<file path="src/hdl/mtk_pkg.sv">
// ---------------------------------------------------------------------------
// mtk_pkg: shared types and tables for the morse tone keyer
// code table, microcode word layout and the sequencer program
// ---------------------------------------------------------------------------
`timescale 1ns / 1ps
`default_nettype none

package mtk_pkg;

  localparam int unsigned UnitW   = 9;
  localparam int unsigned OnW     = 11;
  localparam int unsigned OffW    = 12;
  localparam int unsigned SymW    = 5;   // most symbols in one character
  localparam int unsigned LenW    = 3;
  localparam int unsigned StepW   = 2;
  localparam int unsigned NumSteps = 4;
  localparam int unsigned NumCodes = 36;

  localparam logic [UnitW-1:0] UnitReset = 9'd100;

  // program addresses
  localparam logic [StepW-1:0] StepWait     = 2'd0;
  localparam logic [StepW-1:0] StepDispatch = 2'd1;
  localparam logic [StepW-1:0] StepGap      = 2'd2;
  localparam logic [StepW-1:0] StepSym      = 2'd3;

  // jump conditions, jump taken when true, otherwise step + 1
  typedef enum logic [1:0] {
    CondAlways  = 2'd0,
    CondNoStart = 2'd1,
    CondKnown   = 2'd2,
    CondMore    = 2'd3
  } cond_e;

  typedef struct packed {
    cond_e            cond;
    logic [StepW-1:0] target;
    logic             busy;
    logic             emit_sym;
    logic             emit_gap;
  } ctrl_t;

  // pattern is first symbol in bit 0, 1 means dash
  typedef struct packed {
    logic            known;
    logic [LenW-1:0] len;
    logic [SymW-1:0] pat;
  } code_t;

  typedef logic [LenW+SymW-1:0] code_ent_t;

  localparam code_ent_t CodeRom [NumCodes] = '{
    {3'd2, 5'b00010}, {3'd4, 5'b00001}, {3'd4, 5'b00101}, {3'd3, 5'b00001}, // a b c d
    {3'd1, 5'b00000}, {3'd4, 5'b00100}, {3'd3, 5'b00011}, {3'd4, 5'b00000}, // e f g h
    {3'd2, 5'b00000}, {3'd4, 5'b01110}, {3'd3, 5'b00101}, {3'd4, 5'b00010}, // i j k l
    {3'd2, 5'b00011}, {3'd2, 5'b00001}, {3'd3, 5'b00111}, {3'd4, 5'b00110}, // m n o p
    {3'd4, 5'b01011}, {3'd3, 5'b00010}, {3'd3, 5'b00000}, {3'd1, 5'b00001}, // q r s t
    {3'd3, 5'b00100}, {3'd4, 5'b01000}, {3'd3, 5'b00110}, {3'd4, 5'b01001}, // u v w x
    {3'd4, 5'b01101}, {3'd4, 5'b00011},                                     // y z
    {3'd5, 5'b11111}, {3'd5, 5'b11110}, {3'd5, 5'b11100}, {3'd5, 5'b11000}, // 0 1 2 3
    {3'd5, 5'b10000}, {3'd5, 5'b00000}, {3'd5, 5'b00001}, {3'd5, 5'b00011}, // 4 5 6 7
    {3'd5, 5'b00111}, {3'd5, 5'b01111}                                      // 8 9
  };

  // wait, dispatch, word gap, symbol loop
  localparam ctrl_t Program [NumSteps] = '{
    '{cond: CondNoStart, target: StepWait, busy: 1'b0, emit_sym: 1'b0, emit_gap: 1'b0},
    '{cond: CondKnown,   target: StepSym,  busy: 1'b1, emit_sym: 1'b0, emit_gap: 1'b0},
    '{cond: CondAlways,  target: StepWait, busy: 1'b1, emit_sym: 1'b0, emit_gap: 1'b1},
    '{cond: CondMore,    target: StepSym,  busy: 1'b1, emit_sym: 1'b1, emit_gap: 1'b0}
  };

  function automatic code_t code_lookup(input logic [7:0] ch);
    code_t       c;
    logic [7:0]  idx;
    code_ent_t   ent;
    c   = '0;
    idx = '0;
    if (ch inside {[8'h41:8'h5A]}) begin
      idx     = ch - 8'h41;
      c.known = 1'b1;
    end else if (ch inside {[8'h30:8'h39]}) begin
      idx     = ch - 8'h30 + 8'd26;
      c.known = 1'b1;
    end
    ent = CodeRom[idx[5:0]];
    if (c.known) begin
      c.len = ent[LenW+SymW-1:SymW];
      c.pat = ent[SymW-1:0];
    end
    return c;
  endfunction

endpackage

`default_nettype wire

</file>
<file path="src/hdl/morse_tone_keyer.sv">
// ---------------------------------------------------------------------------
// morse_tone_keyer: ascii character to morse tone burst words
// microcoded sequencer that emits a word-gap word or one keying word per symbol
// ---------------------------------------------------------------------------
// usage
//   input: drive character_i and raise start; the character is taken at a
//   clock edge with start high and busy low. busy stays high until the last
//   result word of that character has been produced
//   results: each word sits on tone_on_o, tone_select_o, on_ms_o, off_ms_o
//   and last_o for exactly one cycle, flagged by result_valid_o. the
//   receiver cannot stall, so words must be captured when they appear
//   config: unit_ms_we_i writes unit_ms_i into the unit length register;
//   write it only while busy is low and no word is pending
// timing
//   a letter or digit with n symbols (1 to 5) gives n words on consecutive
//   cycles; the first one is registered from the first symbol step, which
//   comes after the dispatch step. any other character gives one silent
//   word-gap word, registered from the gap step after dispatch. an item
//   runs through the wait, dispatch and one program step per emitted symbol
// reset
//   rst_ni clears the program counter and the result strobe and loads the
//   unit length with 100 ms
// ---------------------------------------------------------------------------
`timescale 1ns / 1ps
`default_nettype none

module morse_tone_keyer
  import mtk_pkg::*;
(
  input  wire logic             clk_i,
  input  wire logic             rst_ni,
  // item channel
  input  wire logic             start,
  output logic                  busy,
  input  wire logic [7:0]       character_i,
  // unit length register
  input  wire logic             unit_ms_we_i,
  input  wire logic [UnitW-1:0] unit_ms_i,
  // result channel
  output logic                  result_valid_o,
  output logic                  tone_on_o,
  output logic                  tone_select_o,
  output logic [OnW-1:0]        on_ms_o,
  output logic [OffW-1:0]       off_ms_o,
  output logic                  last_o
);

  // sequencer state
  logic [StepW-1:0] step_q, step_d;
  ctrl_t            ctrl;
  logic             cond_true;

  // datapath registers
  logic [UnitW-1:0] unit_q;
  logic             known_q;
  logic [LenW-1:0]  rem_q, rem_d;
  logic [SymW-1:0]  pat_q, pat_d;
  code_t            lookup;
  logic             accept;

  // result registers
  logic             valid_q;
  logic             tone_on_q, tone_sel_q, last_q;
  logic [OnW-1:0]   on_ms_q;
  logic [OffW-1:0]  off_ms_q;

  // durations: shifts and one add, no multiplier
  logic [OnW-1:0]   unit_x1, unit_x3;
  logic [OffW-1:0]  unit_x4, unit_x6, unit_off1;
  logic             final_sym;

  // fetch the control word for the current step
  assign ctrl   = Program[step_q];
  assign busy   = ctrl.busy;
  assign accept = start && !busy;
  assign lookup = code_lookup(character_i);

  assign unit_x1   = OnW'(unit_q);
  assign unit_x3   = OnW'({unit_q, 1'b0}) + OnW'(unit_q);
  assign unit_x4   = OffW'({unit_q, 2'b00});
  assign unit_x6   = {unit_x3[OffW-2:0], 1'b0};
  assign unit_off1 = OffW'(unit_q);

  // one symbol left means this is the final burst of the letter
  assign final_sym = (rem_q == LenW'(1));

  always_comb begin
    case (ctrl.cond)
      CondAlways:  cond_true = 1'b1;
      CondNoStart: cond_true = !start;
      CondKnown:   cond_true = known_q;
      CondMore:    cond_true = !final_sym;
      default:     cond_true = 1'b1;
    endcase
  end

  // conditional jump, otherwise fall through; symbol step wraps to wait
  assign step_d = cond_true ? ctrl.target : step_q + StepW'(1);

  always_comb begin
    rem_d = rem_q;
    pat_d = pat_q;
    if (accept) begin
      rem_d = lookup.len;
      pat_d = lookup.pat;
    end else if (ctrl.emit_sym) begin
      rem_d = rem_q - LenW'(1);
      pat_d = pat_q >> 1;
    end
  end

  always_ff @(posedge clk_i or negedge rst_ni) begin
    if (!rst_ni) begin
      step_q  <= StepWait;
      unit_q  <= UnitReset;
      valid_q <= 1'b0;
    end else begin
      step_q  <= step_d;
      valid_q <= ctrl.emit_sym || ctrl.emit_gap;
      if (unit_ms_we_i) begin
        unit_q <= unit_ms_i;
      end
    end
  end

  // payload registers, no reset needed
  always_ff @(posedge clk_i) begin
    rem_q <= rem_d;
    pat_q <= pat_d;
    if (accept) begin
      known_q <= lookup.known;
    end
    if (ctrl.emit_sym) begin
      tone_on_q  <= 1'b1;
      tone_sel_q <= pat_q[0];
      on_ms_q    <= pat_q[0] ? unit_x3 : unit_x1;
      off_ms_q   <= final_sym ? unit_x4 : unit_off1;
      last_q     <= final_sym;
    end else begin
      // word gap: silence only
      tone_on_q  <= 1'b0;
      tone_sel_q <= 1'b0;
      on_ms_q    <= '0;
      off_ms_q   <= unit_x6;
      last_q     <= 1'b1;
    end
  end

  assign result_valid_o = valid_q;
  assign tone_on_o      = tone_on_q;
  assign tone_select_o  = tone_sel_q;
  assign on_ms_o        = on_ms_q;
  assign off_ms_o       = off_ms_q;
  assign last_o         = last_q;

  // an accepted character keeps the sequencer busy on the next cycle
  assert property (@(posedge clk_i) disable iff (!rst_ni)
    accept |=> busy)
    else $error("sequencer not busy after accept");

  // the final word of a character leaves the sequencer waiting
  assert property (@(posedge clk_i) disable iff (!rst_ni)
    (valid_q && last_q) |-> (step_q == StepWait))
    else $error("sequencer still running after final word");

  // symbols of one character come out back to back
  assert property (@(posedge clk_i) disable iff (!rst_ni)
    (valid_q && !last_q) |=> valid_q)
    else $error("gap inside a character");

  // a silent word is always the word gap, which is final
  assert property (@(posedge clk_i) disable iff (!rst_ni)
    (valid_q && !tone_on_q) |-> last_q)
    else $error("silent word not marked final");

endmodule

`default_nettype wire
</file>
<file path="config.mk">
export PLATFORM = sky130hd
export DESIGN_NAME = morse_tone_keyer
export DESIGN_NICKNAME = d
export VERILOG_FILES = /design/src/hdl/mtk_pkg.sv /design/src/hdl/morse_tone_keyer.sv
export SDC_FILE = /design/constraint.sdc
export NUM_CORES = 1
export LEC_CHECK = 0
export BUFFER_PORTS_ARGS = -buffer_cell sky130_fd_sc_hd__buf_2
export CELL_PAD_IN_SITES_DETAIL_PLACEMENT = 0
export CELL_PAD_IN_SITES_GLOBAL_PLACEMENT = 1
export CORE_UTILIZATION = 43
export CTS_CLUSTER_SIZE = 14
export DETAILED_ROUTE_END_ITERATION = 12
export PLACE_DENSITY_LB_ADDON = 0.1
export SYNTH_ARGS = -nofsm -noshare
export SYNTH_HDL_FRONTEND = slang
export SYNTH_SLANG_ARGS = --single-unit
</file>
<file path="constraint.sdc">
create_clock -name clk_i -period 3 [get_ports clk_i]
set_input_delay 0.9 -clock clk_i [delete_from_list [all_inputs] [get_ports clk_i]]
set_output_delay 0.9 -clock clk_i [all_outputs]
set_load 0.005 [all_outputs]
</file>
==> Word level (Yosys, flattened, before mapping) <==
Memory sizes are Yosys's and may differ from the RTL's.
Index checks and enable logic that the tools add are counted.
{ "word_totals": {"reg_bits": 47, "latch_bits": 0, "ram_bits": 0, "mem_bits_ro": 512, "inputBits": 21, "output_inout_bits": 28, "word_cells": 64, "n_memories": 1} }
{ "memory_table": {"columns": ["name", "depth", "word_bits", "read_ports", "rd_ports_with_merged_regs", "wr", "line_no", "source"], "rows": [
  ["(name not given)", 64, 8, 1, 0, 0, "mtk_pkg.sv:86", "ent = CodeRom[idx[5:0]];"]
]} }
{ "op_classes": {"addsub": 6, "n_mul": 0, "div_mod_pow": 0, "n_lt_le_gt_ge": 6, "n_eq_ne": 4, "n_shift": 0, "mux": 20, "n_bitwise": 3, "reduce_logical": 11} }
{ "ops": {"columns": ["operator", "n"], "rows": [
  ["two-way mux 8 bit", 3],
  ["binary-select mux 7 bit (select 2 bit)", 1],
  ["two-way mux 7 bit", 2],
  ["two-way mux 12 bit", 1],
  ["two-way mux 6 bit", 2],
  ["adder 10 x 9 -> 11 bit", 1],
  ["two-way mux 11 bit", 1],
  ["two-way mux 5 bit", 2],
  ["two-way mux 9 bit", 1],
  [">= comparator 8 x 6 -> 1 bit, second input constant", 1],
  [">= comparator 8 x 7 -> 1 bit, second input constant", 1],
  ["<= comparator 8 x 6 -> 1 bit, second input constant", 1],
  ["<= comparator 8 x 7 -> 1 bit, second input constant", 1],
  [">= comparator 7 bit, second input constant", 1],
  ["inverter 6 -> 7 bit", 1],
  ["adder 6 x 5 -> 6 bit, second input constant", 1],
  ["two-way mux 3 bit", 2],
  ["subtractor 6 x 1 -> 6 bit, second input constant", 1],
  ["subtractor 6 bit, second input constant", 1],
  ["== test 2 bit, second input constant", 2],
  ["one-hot mux 1 bit (4 select lines)", 1],
  ["== test 3 x 1 -> 1 bit, second input constant", 1],
  [">= comparator 3 bit, second input constant", 1],
  ["logical AND 1 bit", 3],
  ["13 further kinds", 17]
]} }

==> Logic depth before layout (Yosys ltp) <==
{ "depth": {"depth_word": 10, "mapped_depth": 14, "ltp_nobuf": 13} }

==> Worst setup path after synthesis <==
No wires, ideal clock.
{ "synth_timing": {"path_type": "input to register", "startpoint": "input port character_i[1]", "endpoint": "register pat_q[1] (data pin)", "setup_ns": 0.261, "arrival_time_ns": 3.394, "t_required_ns": 2.739, "path_slack_ns": -0.655, "cell_stages": 14, "path_buffers": 1, "cell_sequence": "inv_1 -> ha_1 -> nor3b_1 -> a21oi_2 -> o31ai_4 -> buf_6 -> mux2i_2 -> inv_1 -> ha_1 -> a21oi_1 -> mux2_2 -> a2111oi_1 -> o31a_1 -> a221o_1"} }
{ "synth_via": {"elab_chain_cells": 10, "word_cells_on_any_way": 19, "classes_between": "add/sub (3); order compare (4); mux (8); bitwise (1); reduce/logical (2); memory (1)"} }
{ "synth_rtl": {"columns": ["item", "line_no", "source"], "rows": [
  ["start, declared", "morse_tone_keyer.sv:35", "input wire logic [7:0] character_i,"],
  ["subtractor 6 bit (tied with other cells)", "mtk_pkg.sv:83", "idx = ch - 8'h30 + 8'd26;"],
  ["adder 6 x 5 -> 6 bit / logical AND 1 bit (equally long branches)", "mtk_pkg.sv:83, mtk_pkg.sv:82", null],
  ["two-way mux 6 bit", "mtk_pkg.sv:82", "end else if (ch inside {[8'h30:8'h39]}) begin"],
  ["two-way mux 6 bit", "mtk_pkg.sv:79", "if (ch inside {[8'h41:8'h5A]}) begin"],
  ["inverter 6 -> 7 bit (implied by the code)", "mtk_pkg.sv:86", null],
  ["memory (64 x 8 bit)", null, null],
  ["two-way mux 8 bit (implied by the code) (2 in a row)", "mtk_pkg.sv:86", null],
  ["two-way mux 8 bit *", "mtk_pkg.sv:87", "if (c.known) begin"],
  ["two-way mux 5 bit *", "morse_tone_keyer.sv:103", "if (accept) begin"],
  ["named net pat_d[1]", "morse_tone_keyer.sv:57", "logic [SymW-1:0] pat_q, pat_d;"],
  ["end signal, assigned", "morse_tone_keyer.sv:129", "pat_q <= pat_d;"],
  ["end, declared", "morse_tone_keyer.sv:57", null]
]} }
The timed path passes the listed nets; every way through them passes the cells marked *. The select of a mux whose other input is x is not followed.
A chain may end at the register's enable or synchronous reset.

==> Final worst setup path <==
Same ends and word-level chain as after synthesis.

==> results.yml <==
detailed_routing:
  wl_per_cell_um: 14.2
  drcViolationCount: 0
  ant_nets: 0
  vias_per_cell: 5.28
  drt_first_iter_violations: 182
  vias: 2910
  dr.pass1.iters: 4
  wirelength_um: 7840
die:
  die_y_um: 87.5
  core-area_um2: 6940
  start_util_pct: 45.3
  ios: 49
  fp-row-count: 30
  die_w_um: 87.5
  fp.dieArea_um2: 7660
synthesis:
  ys_seq_area_share_pct: 34.8
  synth-edff-count: 9
  synth_area_leaders: "dfxtp_1 17%, ha_1 12%, edfxtp_1 8.6%"
  yosys.area.top_type: "dfxtp_1"
  syn_inst: 349
  synth.distinct_cells: 65
  synthArstFlopShare_pct: 25.5
  synth_ff_type: "dfxtp_1"
  synth_seq_cells: 47
  syn_area_per_cell_um2: 9.01
  netlist.area_leader.share_pct: 16.6
  yosys_warnings: 0
  syn_nets: 401
  syn_area_um2: 3140
sta:
  setup_ws_ns: 0.0628
  fmax_mhz: 340
  maxSlewHeadroom_pct: 54.1
  layout_worst_path_cycle_share_pct: 97.9
  drv_slew: 0
  fin_tns_setup_ns: 0
  setup_viol: 0
  fin_worst_skew_ns: 0.00921
  period_needed_ns: 2.94
  hold_violations: 0
  worstMarginPinSlew_ns: 0.688
setup_path:
  reg2reg_from: "unit_q[2]"
  crit_chain: "buf_4, inv_2, ha_4, nor3b_4, a21oi_2, o31ai_4, mux2i_4, inv_2, ha_4, a21oi_2, mux2_4, a2111oi_2, o31a_1, a221o_1"
  critPathKind: "input port to flop"
  cpPeakStageDelay_ns: 0.29
  ff2ff_path_depth: 8
  r2r_end: "off_ms_o[9]"
  rrSetupSlack_ns: 0.61
  crit_fanout: 5
  setup.worst_path.end_class: "flop"
  required_ns: 3.06
  cp_data_arrival_time_ns: 2.99
  crit_path_start_kind: "input port"
  slowest_stage: "o31a_1"
clocking:
  path_clk_slew_ns: 0.08
  cts_tree: "yes"
  cts_buffers: 5
  cts.sinks: 47
  cts_max_level: 2
  hold_buffers: 0
  clk_latency_ns: 0.30
  clk_path_buf_depth: 2
  cts-root-buf: "clkbuf_8"
power:
  p_per_area_nw_per_um2: 626
  seqPwrFrac_pct: 39.9
  power.switching_w: 0.000958
  pwr-share-comb_pct: 46.2
  totalPowerFinal_w: 0.00260
  pwr-share-clk_pct: 13.9
  ir_drop_uv: 220
  switching_share_pct: 36.9
  power.leakage_nw: 1.96
  p_int_w: 0.00164
global_route:
  grt.total_usage_pct: 21.0
  grt_pass1_wl_um: 12600
  grt_overflow: 0
  antenna_found_initial: 0
  grt_max_degree: 27
  grt_pass1_vias: 2728
placement:
  numPortBuffers: 48
  hpwl_um: 6070
  place_congestion: 0.914
  post-place-ws_ns: -0.327
  dpl.cell_count: 542
final_layout:
  syn2layout_area_growth_pct: 31.9
  final_nets: 506
  fin_util_pct: 59.7
  drive_gt1_share_pct: 36.7
  antennaDiodeCount: 0
  seq_area_um2: 1090
  fillerInstances: 623
  layout.cells.non_filler: 551
  multiInputGateArea_um2: 1990
run:
  maxCapViolCount: 0
worst_hold_path:
  hp-class: "input port to async pin"
run_status:
  status: "finished, final reports clean"
==> power groups by stage <==
stage	registers [W]	clock network [W]	logic [W]
after floorplan	0.00103	0	0.000761
after global placement	0.00105	0	0.00117
after detailed placement	0.00105	0	0.00118
after CTS	0.00104	0.000365	0.00119
after global routing	0.00106	0.000395	0.00134
final	0.00104	0.000361	0.00120
==> cells by family after synthesis <==
| logic type | share of synthesized area [%] |
|---|---|
| AOI/OAI and AO/OA | 22.0 |
| xor gates and xnor gates | 3.06 |
| adders and majority gates | 12.6 |
| buffers and inverters | 5.69 |
| DFF | 34.8 |
| muxes | 6.77 |
| and+or+nand+nor | 15.0 |
==> synthesized netlist by cell type (2+ instances only) <==
cell type	n
a211oi_1	5
a21boi_0	4
a21o_1	2
a21oi_1	21
a31oi_1	2
and2_1	3
and3_1	4
buf_2	5
clkbuf_1	9
dfrtp_1	9
dfstp_2	3
dfxtp_1	26
edfxtp_1	9
ha_1	30
inv_1	26
mux2_2	7
mux2i_1	12
nand2_1	27
nand2b_1	3
nand3_1	5
nor2_1	32
nor3_1	9
nor4_1	7
o211ai_1	5
o21a_1	4
o21ai_0	24
o21ai_2	3
o21ba_2	2
o221a_2	2
o22ai_1	2
o311ai_1	2
o31ai_1	2
or2_2	2
xnor2_1	6
xor2_1	5
==> repair_timing <==
action | CTS | global route
gates cloned | 0 | 0
setup buffers | 0 | 1
endpoints found under the setup margin | 1 | 7
hold endpoints to repair | 0 | 0
pin swaps | 1 | 3
gates resized for setup | 1 | 21
==> through the flow <==
step | cell area [um2] | hold WS, ns
CTS | 4060 | 0.493
finish | 4150 | 0.481
global placement | 3980 | 0.540
global route | 4150 | 0.484
detailed placement | 3980 | 0.545
floorplan | 3200 | 0.496
==> layout make-up <==
type,instances,area share (%)
Clock inverter,1,0.121
Inverter,27,2.44
Clock buffer,7,1.84
Sequential cell,47,26.4
Tap cell,96,2.90
Multi-Input combinational cell,259,48.1
Timing Repair Buffer,114,18.3
==> placed cells by master (no fill, tap or decap), types with 3 or more instances in the layout <==
cell       n
a21boi_0   4
clkbuf_8   5
inv_2      4
and2_1     3
dfstp_2    3
o21a_1     3
nand3_1    5
o211ai_1   5
nor3_1     8
mux2_2     6
edfxtp_1   9
nand2_1   27
a211oi_1   5
mux2i_1   12
xnor2_1    6
o311ai_1   3
buf_2     46
nor4_1     6
inv_1     22
o21ai_0   22
xor2_1     5
nor2_1    31
a21oi_1   20
buf_4     66
ha_1      26
dfrtp_1    9
dfxtp_1   26
and3_1     4
==> critical path, delay by kind of cell <==
family | cells | cell delay [ns]
AND/OR/NAND/NOR | 1 | 0.15
adder cells (fa/ha/maj) | 2 | 0.33
multiplexers | 2 | 0.32
buffers and inverters | 3 | 0.26
AO/OA/AOI/OAI | 6 | 1.02
==> how the worst max path moves through the flow <==
stage / from / endpoint / slack, ns / depth (start not counted)
4_1_cts: character_i[1] / pat_q[1] / 0.002 / 14
2_1_floorplan: character_i[1] / pat_q[1] / -0.40 / 14
5_1_grt: character_i[1] / rem_q[1] / -0.01 / 14
3_3_place_gp: character_i[1] / pat_q[1] / -0.24 / 14
3_5_place_dp: character_i[1] / pat_q[1] / -0.33 / 14
6_report: character_i[1] / pat_q[1] / 0.06 / 14
==> flip-flops by register name (all words and copies together) (netlist names) <==
name	count
last_o	1
known_q	1
rem_q	3
result_valid_o	1
pat_q	5
tone_on_o	1
on_ms_o	11
tone_select_o	1
off_ms_o	12
unit_q	9
step_q	2
==> metal layers <==
layer | global-route usage [%] | vias up | part of all wire [%]
li1 | - | 1457 | -
met1 | 25.5 | 1378 | 45
met2 | 38.6 | 66 | 51
met3 | 2.75 | 9 | 3.1
met4 | 5.96 | 0 | 1.1
met5 | 0 | - | 0
Note: power is estimated with default switching activity, not from simulation.
